`config.mk`:
```
export PLATFORM = sky130hd
export DESIGN_NAME = zpc_cell
export DESIGN_NICKNAME = d
export VERILOG_FILES = /design/src/zero_padded_2d_window_convolution_core_macros.svh /design/src/zpc_pkg.sv /design/src/zpc_cell.sv
export SDC_FILE = /design/constraint.sdc
export NUM_CORES = 1
export LEC_CHECK = 0
export BUFFER_PORTS_ARGS = -buffer_cell sky130_fd_sc_hd__buf_2
export CELL_PAD_IN_SITES_DETAIL_PLACEMENT = 0
export CELL_PAD_IN_SITES_GLOBAL_PLACEMENT = 2
export CORE_MARGIN = 2
export CORE_UTILIZATION = 37
export DETAILED_ROUTE_END_ITERATION = 8
export GPL_TIMING_DRIVEN = 0
export PLACE_DENSITY = 0.89
export SYNTH_ARGS = -nofsm -noshare
export SYNTH_HDL_FRONTEND = slang
export SYNTH_SLANG_ARGS = --single-unit
```
`constraint.sdc`:
```
create_clock -name clk -period 5.9 [get_ports clk]
set_input_delay 0.885 -clock clk [delete_from_list [all_inputs] [get_ports clk]]
set_output_delay 0.885 -clock clk [all_outputs]
set_load 0.01 [all_outputs]
```
`src/zero_padded_2d_window_convolution_core_macros.svh`:
```
// Assertion helpers shared by the RTL. They expect clk and arst_n in scope.
`ifndef ZERO_PADDED_2D_WINDOW_CONVOLUTION_CORE_MACROS_SVH
`define ZERO_PADDED_2D_WINDOW_CONVOLUTION_CORE_MACROS_SVH

// Consequent must hold in the same cycle as the antecedent.
`define ZPC_ASSERT_SAME(label, ante, cons, msg) \
	label: assert property (@(posedge clk) disable iff (!arst_n) (ante) |-> (cons)) \
		else $error(msg);

// Consequent must hold in the cycle after the antecedent.
`define ZPC_ASSERT_NEXT(label, ante, cons, msg) \
	label: assert property (@(posedge clk) disable iff (!arst_n) (ante) |=> (cons)) \
		else $error(msg);

`endif

```
`src/zpc_pkg.sv`:
```
`timescale 1ns / 1ps
package zpc_pkg;
	localparam int KERNEL_SIZE = 3;
	localparam int MAX_WIDTH   = 1024;
	localparam int MAX_HEIGHT  = 4096;
	localparam int KMID        = KERNEL_SIZE / 2;
	localparam int KTAPS       = KERNEL_SIZE * KERNEL_SIZE;
	localparam int LINE_COLS   = MAX_WIDTH + KERNEL_SIZE;

	localparam int MODE_W  = 2;
	localparam int IDX_W   = 8;
	localparam int PIX_W   = 16;
	localparam int COEF_W  = 16;
	localparam int PROD_W  = 32;
	localparam int OUT_W   = 40;
	localparam int WCFG_W  = 11;
	localparam int HCFG_W  = 13;
	localparam int CFG_DW  = 13;
	localparam int CFG_IW  = 1;
	localparam int COL_W   = $clog2(MAX_WIDTH + KMID + 1);
	localparam int ROW_W   = $clog2(MAX_HEIGHT + KMID + 1);
	localparam int ADDR_W  = $clog2(LINE_COLS);
	localparam int SLOT_W  = (KERNEL_SIZE > 1) ? $clog2(KERNEL_SIZE) : 1;

	localparam logic [MODE_W-1:0] MODE_COEF  = 2'd0;
	localparam logic [MODE_W-1:0] MODE_PIXEL = 2'd1;
	localparam logic [MODE_W-1:0] MODE_PAD   = 2'd2;
	localparam logic [MODE_W-1:0] MODE_NONE  = 2'd3;

	localparam logic [CFG_IW-1:0] REG_WIDTH  = 1'b0;
	localparam logic [CFG_IW-1:0] REG_HEIGHT = 1'b1;

	typedef logic signed [PIX_W-1:0]  pix_t;
	typedef logic signed [COEF_W-1:0] coef_t;
	typedef logic signed [PROD_W-1:0] prod_t;
	typedef logic signed [OUT_W-1:0]  sum_t;

	typedef struct packed {
		logic              shift;
		logic              adv;
		logic              coef_we;
		logic [IDX_W-1:0]  coef_idx;
		coef_t             coef_val;
	} cell_ctl_t;

	function automatic logic [SLOT_W-1:0] slot_add(input logic [SLOT_W-1:0] s,
			input logic [SLOT_W:0] n);
		logic [SLOT_W:0] t;
		t = {1'b0, s} + n;
		if (t >= (SLOT_W+1)'(KERNEL_SIZE))
			t = t - (SLOT_W+1)'(KERNEL_SIZE);
		return t[SLOT_W-1:0];
	endfunction
endpackage

```
`src/zpc_cell.sv`:
```
`timescale 1ns / 1ps
module zpc_cell (
	input  logic                    clk,
	input  zpc_pkg::cell_ctl_t      ctl,
	input  logic [zpc_pkg::IDX_W-1:0] tap,
	input  zpc_pkg::pix_t           val_in,
	output zpc_pkg::pix_t           val_out,
	output zpc_pkg::prod_t          prod
);
	import zpc_pkg::*;

	pix_t  win_q;
	coef_t coef_q;
	prod_t prod_q;

	always_ff @(posedge clk) begin
		if (ctl.shift)
			win_q <= val_in;
		if (ctl.coef_we && ctl.coef_idx == tap)
			coef_q <= ctl.coef_val;
		if (ctl.adv)
			prod_q <= prod_t'(win_q) * prod_t'(coef_q);
	end

	assign val_out = win_q;
	assign prod    = prod_q;
endmodule

```
After elaboration in Yosys (flattened, before gate mapping):

Index checks and enable logic that the tools add are counted.

* logic and storage cells: 6
* register bits: 64
* output and inout port bits: 48
* input bits: 52

* multipliers: 1
* reduce and logical (&&, ||, !) cells: 1
* equal/unequal tests: 1

Operators by type and width (number)
* $mul A16 B16 Y32: 1
* $eq A8 B8 Y1: 1
* $logic_and A1 B1 Y1: 1

Logic depth before layout (Yosys ltp):

* depth after elaboration: 2
* gate-level depth with buffers: 24
* gate-level depth less buffers: 22

Least setup slack after synthesis:

OpenSTA, ideal clock, no wires.

* path type: reg2reg
* start point: register win_q[7], in the netlist val_out[7]
* end point: register prod_q[31], in the netlist prod[31] (data pin)
* setup time: 260 ps
* setup slack: -310 ps
* stages on the path, launching flop included: 25
* data required time: 5640 ps
* arrival: 5950 ps
* buffers on the path: 2
* period minus slack after synthesis: 6210 ps
* cells stage by stage: edfxtp_1 clkbuf_1 nand2_1 fa_1 inv_1 fa_1 inv_1 fa_1 inv_1 fa_1 fa_1 inv_1 fa_1 inv_1 ha_1 clkbuf_1 nand3_1 o21ai_0 a211oi_2 o21ai_2 a221oi_2 o21ai_2 a211o_1 a21oi_2 xnor2_1

* cells in the longest elaborated chain, start to end: 1

Ends and longest elaborated chain
* from (decl): RTL line zpc_cell.sv:12 `pix_t win_q;`
* from (signal assigned): RTL line zpc_cell.sv:18 `win_q <= val_in;`
* $mul A16 B16 Y32: RTL line zpc_cell.sv:22 `prod_q <= prod_t'(win_q) * prod_t'(coef_q);`
* to (signal assigned): RTL line zpc_cell.sv:22
* to (decl): RTL line zpc_cell.sv:14 `prod_t prod_q;`

Every way passes these cells.
A chain may end at the register's enable or synchronous reset.

Worst setup path in the final report:

Same ends and word-level chain as after synthesis.

==> impl_metrics.py <==
metrics = {
    "cells_and_area": {
        "syn2layout_area_growth_pct": 20.1,
        "design_area_mm2": 0.0141,
        "layout_commonest_cell": "inv_1",
        "filler_cell_count": 3010,
        "seqCellArea_mm2": 0.00192,
        "final_cell_mix": "inv_1 (281), fa_1 (255), nand2_1 (122), and2_1 (122), buf_2 (101)",
        "drive_gt1_frac": 0.205,
        "multi_input_area_mm2": 0.00893,
        "nNetsFinal": 1713,
    },
    "run_status": {
        "status": "finished with violations",
        "failed_checks": "negative setup slack",
    },
    "yosys": {
        "ys_seq_area_frac": 0.164,
        "syn_nets": 1537,
        "avgSynthCellArea_um2": 10.3,
        "ys_types": 38,
        "syn-instance-count": 1141,
        "ys_warn_count": 0,
        "syn_area_mm2": 0.0118,
        "ys_seq_elements": 64,
    },
    "worst_setup_path": {
        "crit_type": "flip-flop to flip-flop",
        "cp_max_fo": 4,
        "rr_endpoint": "prod[31]",
        "critPathMaxStageDelay_ps": 570,
        "r2r_cells": 20,
        "cp_common_cell": "fa_1",
        "cp_cell_sequence": "buf_6, and2_4, fa_1, inv_1, fa_1, fa_1, fa_1, inv_2, fa_1, fa_1, ha_4, a21oi_4, o21ai_2, a211oi_4, o21ai_4, a221oi_4, o21ai_2, a211o_1, a21oi_2, xnor2_1",
        "r2r-start": "val_out[7]",
        "path_delay_family": "adder cells",
        "cp_data_required_time_ps": 6000,
        "crit_path_end_kind": "flip-flop",
        "slowest_stage": "fa_1",
        "rrSetupSlack_ps": -320,
        "startpoint_type": "flip-flop",
        "path_buf_inv": 3,
        "cp.arrival_ps": 6320,
    },
    "placement": {
        "dp_hpwl_um": 24400,
        "place.gp.congestion": 0.858,
        "place_ws_ps": -1610,
        "portBuffers": 99,
        "place_area_mm2": 0.0128,
    },
    "global_route": {
        "grt_max_degree": 33,
        "grt_pass1_wl_um": 49500,
        "grt.overflow.total": 0,
        "grt_util_all_layers": 0.200,
        "antenna_found_initial": 0,
        "grt_pass1_vias": 9054,
    },
    "die": {
        "rows": 65,
        "core_area_mm2": 0.0314,
        "initial_core_util": 0.374,
        "num_io_pins": 100,
        "die_area_mm2": 0.0332,
        "die_h_um": 182,
        "dieWidth_um": 182,
    },
    "timing": {
        "fin_ws_ps": -320,
        "timing.fmax_mhz": 161,
        "min_period_ps": 6220,
        "slew_violations": 0,
        "final-hold-violation-count": 0,
        "clock_skew_ps": 12.9,
        "slew_headroom": 0.298,
        "post-route-period-util": 1.05,
        "tightest_slew_ps": 1050,
        "final-setup-viol-count": 10,
        "rsz0062_at_grt": "yes",
    },
    "detailed_routing": {
        "highest_layer": "met4",
        "wl_per_cell_um": 18.1,
        "wl_met2_um": 16400,
        "dr.pass1.iters": 5,
        "wl_met1_um": 12600,
        "drt_iter0_drc": 374,
        "detail-route-antenna-nets": 0,
        "dr_wl_met3_um": 1280,
        "wirelength_um": 31200,
        "post_drt_via_cell_ratio": 4.79,
        "drc_errors": 0,
        "vias": 8257,
    },
    "clock_network": {
        "numCtsBuffers": 9,
        "clk_path_buf_depth": 2,
        "clkTransAtPathRegs_ps": 70,
        "cts_max_level": 3,
        "clk_latency_ps": 370,
        "clkSinkCount": 64,
        "cts-root-buf": "clkbuf_16",
        "cts_tree": "yes",
        "hold_buffers": 0,
    },
    "hold_path": {
        "hold_end": "coef_q[2]",
        "hold_path_depth": 1,
        "min_path_type": "input port to flip-flop",
        "hp-start": "ctl[2]",
    },
    "run": {
        "drv_cap": 0,
    },
}
## cell type report
class,count,share of cell area
antenna,1,0.000177
buffer,31,0.0187
clock buffer,9,0.0160
clock inverter,7,0.00886
inverter,285,0.0758
multi-input combinational,758,0.632
sequential,64,0.136
tap,402,0.0356
timing repair buffer,168,0.0762
## cell families after synthesis
group                    Yosys count  synth area share
flip-flops                        64             0.164
AO/OA/AOI/OAI                     69            0.0406
AND/OR/NAND/NOR                  301             0.127
XOR/XNOR                          44            0.0328
buffers and inverters            319             0.102
adder cells (fa/ha/maj)          344             0.534
## state kept, by name (all words and copies together), names as in the netlist
signal and flops:
coef_q 16, prod 32, val_out 16
## layer usage
layer / up-vias / global-route usage
met4: 0 / 0.0703
met3: 52 / 0.0293
li1: 3742 / -
met2: 189 / 0.356
met5: - / 0
met1: 4274 / 0.247
## cells in the mapped netlist
cell type / number / area (µm²)
a211o_1: 2 / 17.5
a211oi_1: 5 / 37.5
a211oi_2: 2 / 25.0
a21o_1: 10 / 75.1
a21oi_1: 17 / 85.1
a21oi_2: 1 / 8.76
a221oi_2: 1 / 15.0
a31oi_1: 3 / 18.8
a41oi_1: 1 / 8.76
and2_1: 123 / 769
and3_1: 2 / 12.5
buf_1: 2 / 7.51
clkbuf_1: 32 / 120
edfxtp_1: 64 / 1920
fa_1: 262 / 5250
ha_1: 82 / 1030
inv_1: 285 / 1070
nand2_1: 124 / 465
nand2b_1: 6 / 37.5
nand3_1: 5 / 25.0
nand3b_1: 1 / 7.51
nand4_1: 3 / 18.8
nor2_1: 26 / 97.6
nor2b_1: 3 / 18.8
nor3_1: 4 / 20.0
nor4_1: 2 / 12.5
o211ai_1: 2 / 15.0
o21a_1: 4 / 30.0
o21ai_0: 13 / 65.1
o21ai_2: 2 / 17.5
o21bai_1: 3 / 22.5
o21bai_4: 1 / 18.8
o31a_1: 1 / 8.76
o31ai_1: 1 / 7.51
or2_2: 1 / 6.26
or3_1: 1 / 6.26
xnor2_1: 32 / 280
xor2_1: 12 / 105
## worst register-to-register path: cells and delay by family, from the launching register on
family          cells  cell delay, ps
fa+ha+maj           7            3300
xor+xnor            1              90
compound gates      8            1630
flops               1             540
simple gates        1             130
buf+inv             3             300
## stage by stage
step | setup TNS, ps | instances | utilization | hold slack [ps]
after global placement | -14800 | 1642 | 0.407 | 872
after CTS | -2870 | 1707 | 0.441 | 680
after floorplan | -72.3 | 1141 | - | 683
after global routing | -4720 | 1724 | 0.450 | 688
after detailed placement | -15490 | 1642 | 0.407 | 876
final | -2140 | 1725 | 0.450 | 691
## worst max-delay path by stage
stage / start / to / slack [ps] / depth (start not counted)
after floorplan: val_out[7] / prod[31] / -70 / 23
after global placement: val_out[4] / prod[30] / -1590 / 19
after detailed placement: val_out[4] / prod[30] / -1610 / 19
after CTS: val_out[7] / prod[31] / -460 / 22
after global routing: coef_q[4] / prod[31] / -530 / 22
final: val_out[7] / prod[31] / -320 / 20
## what timing repair did
action                     4_1_cts  5_1_grt
setup buffers                   51       18
setup endpoints to repair       17       16
gates resized for setup         83       54
pin swaps                       40       49
Power is not shown: default switching activity piles up to over one toggle a cycle in this logic, so the estimate is an artifact.
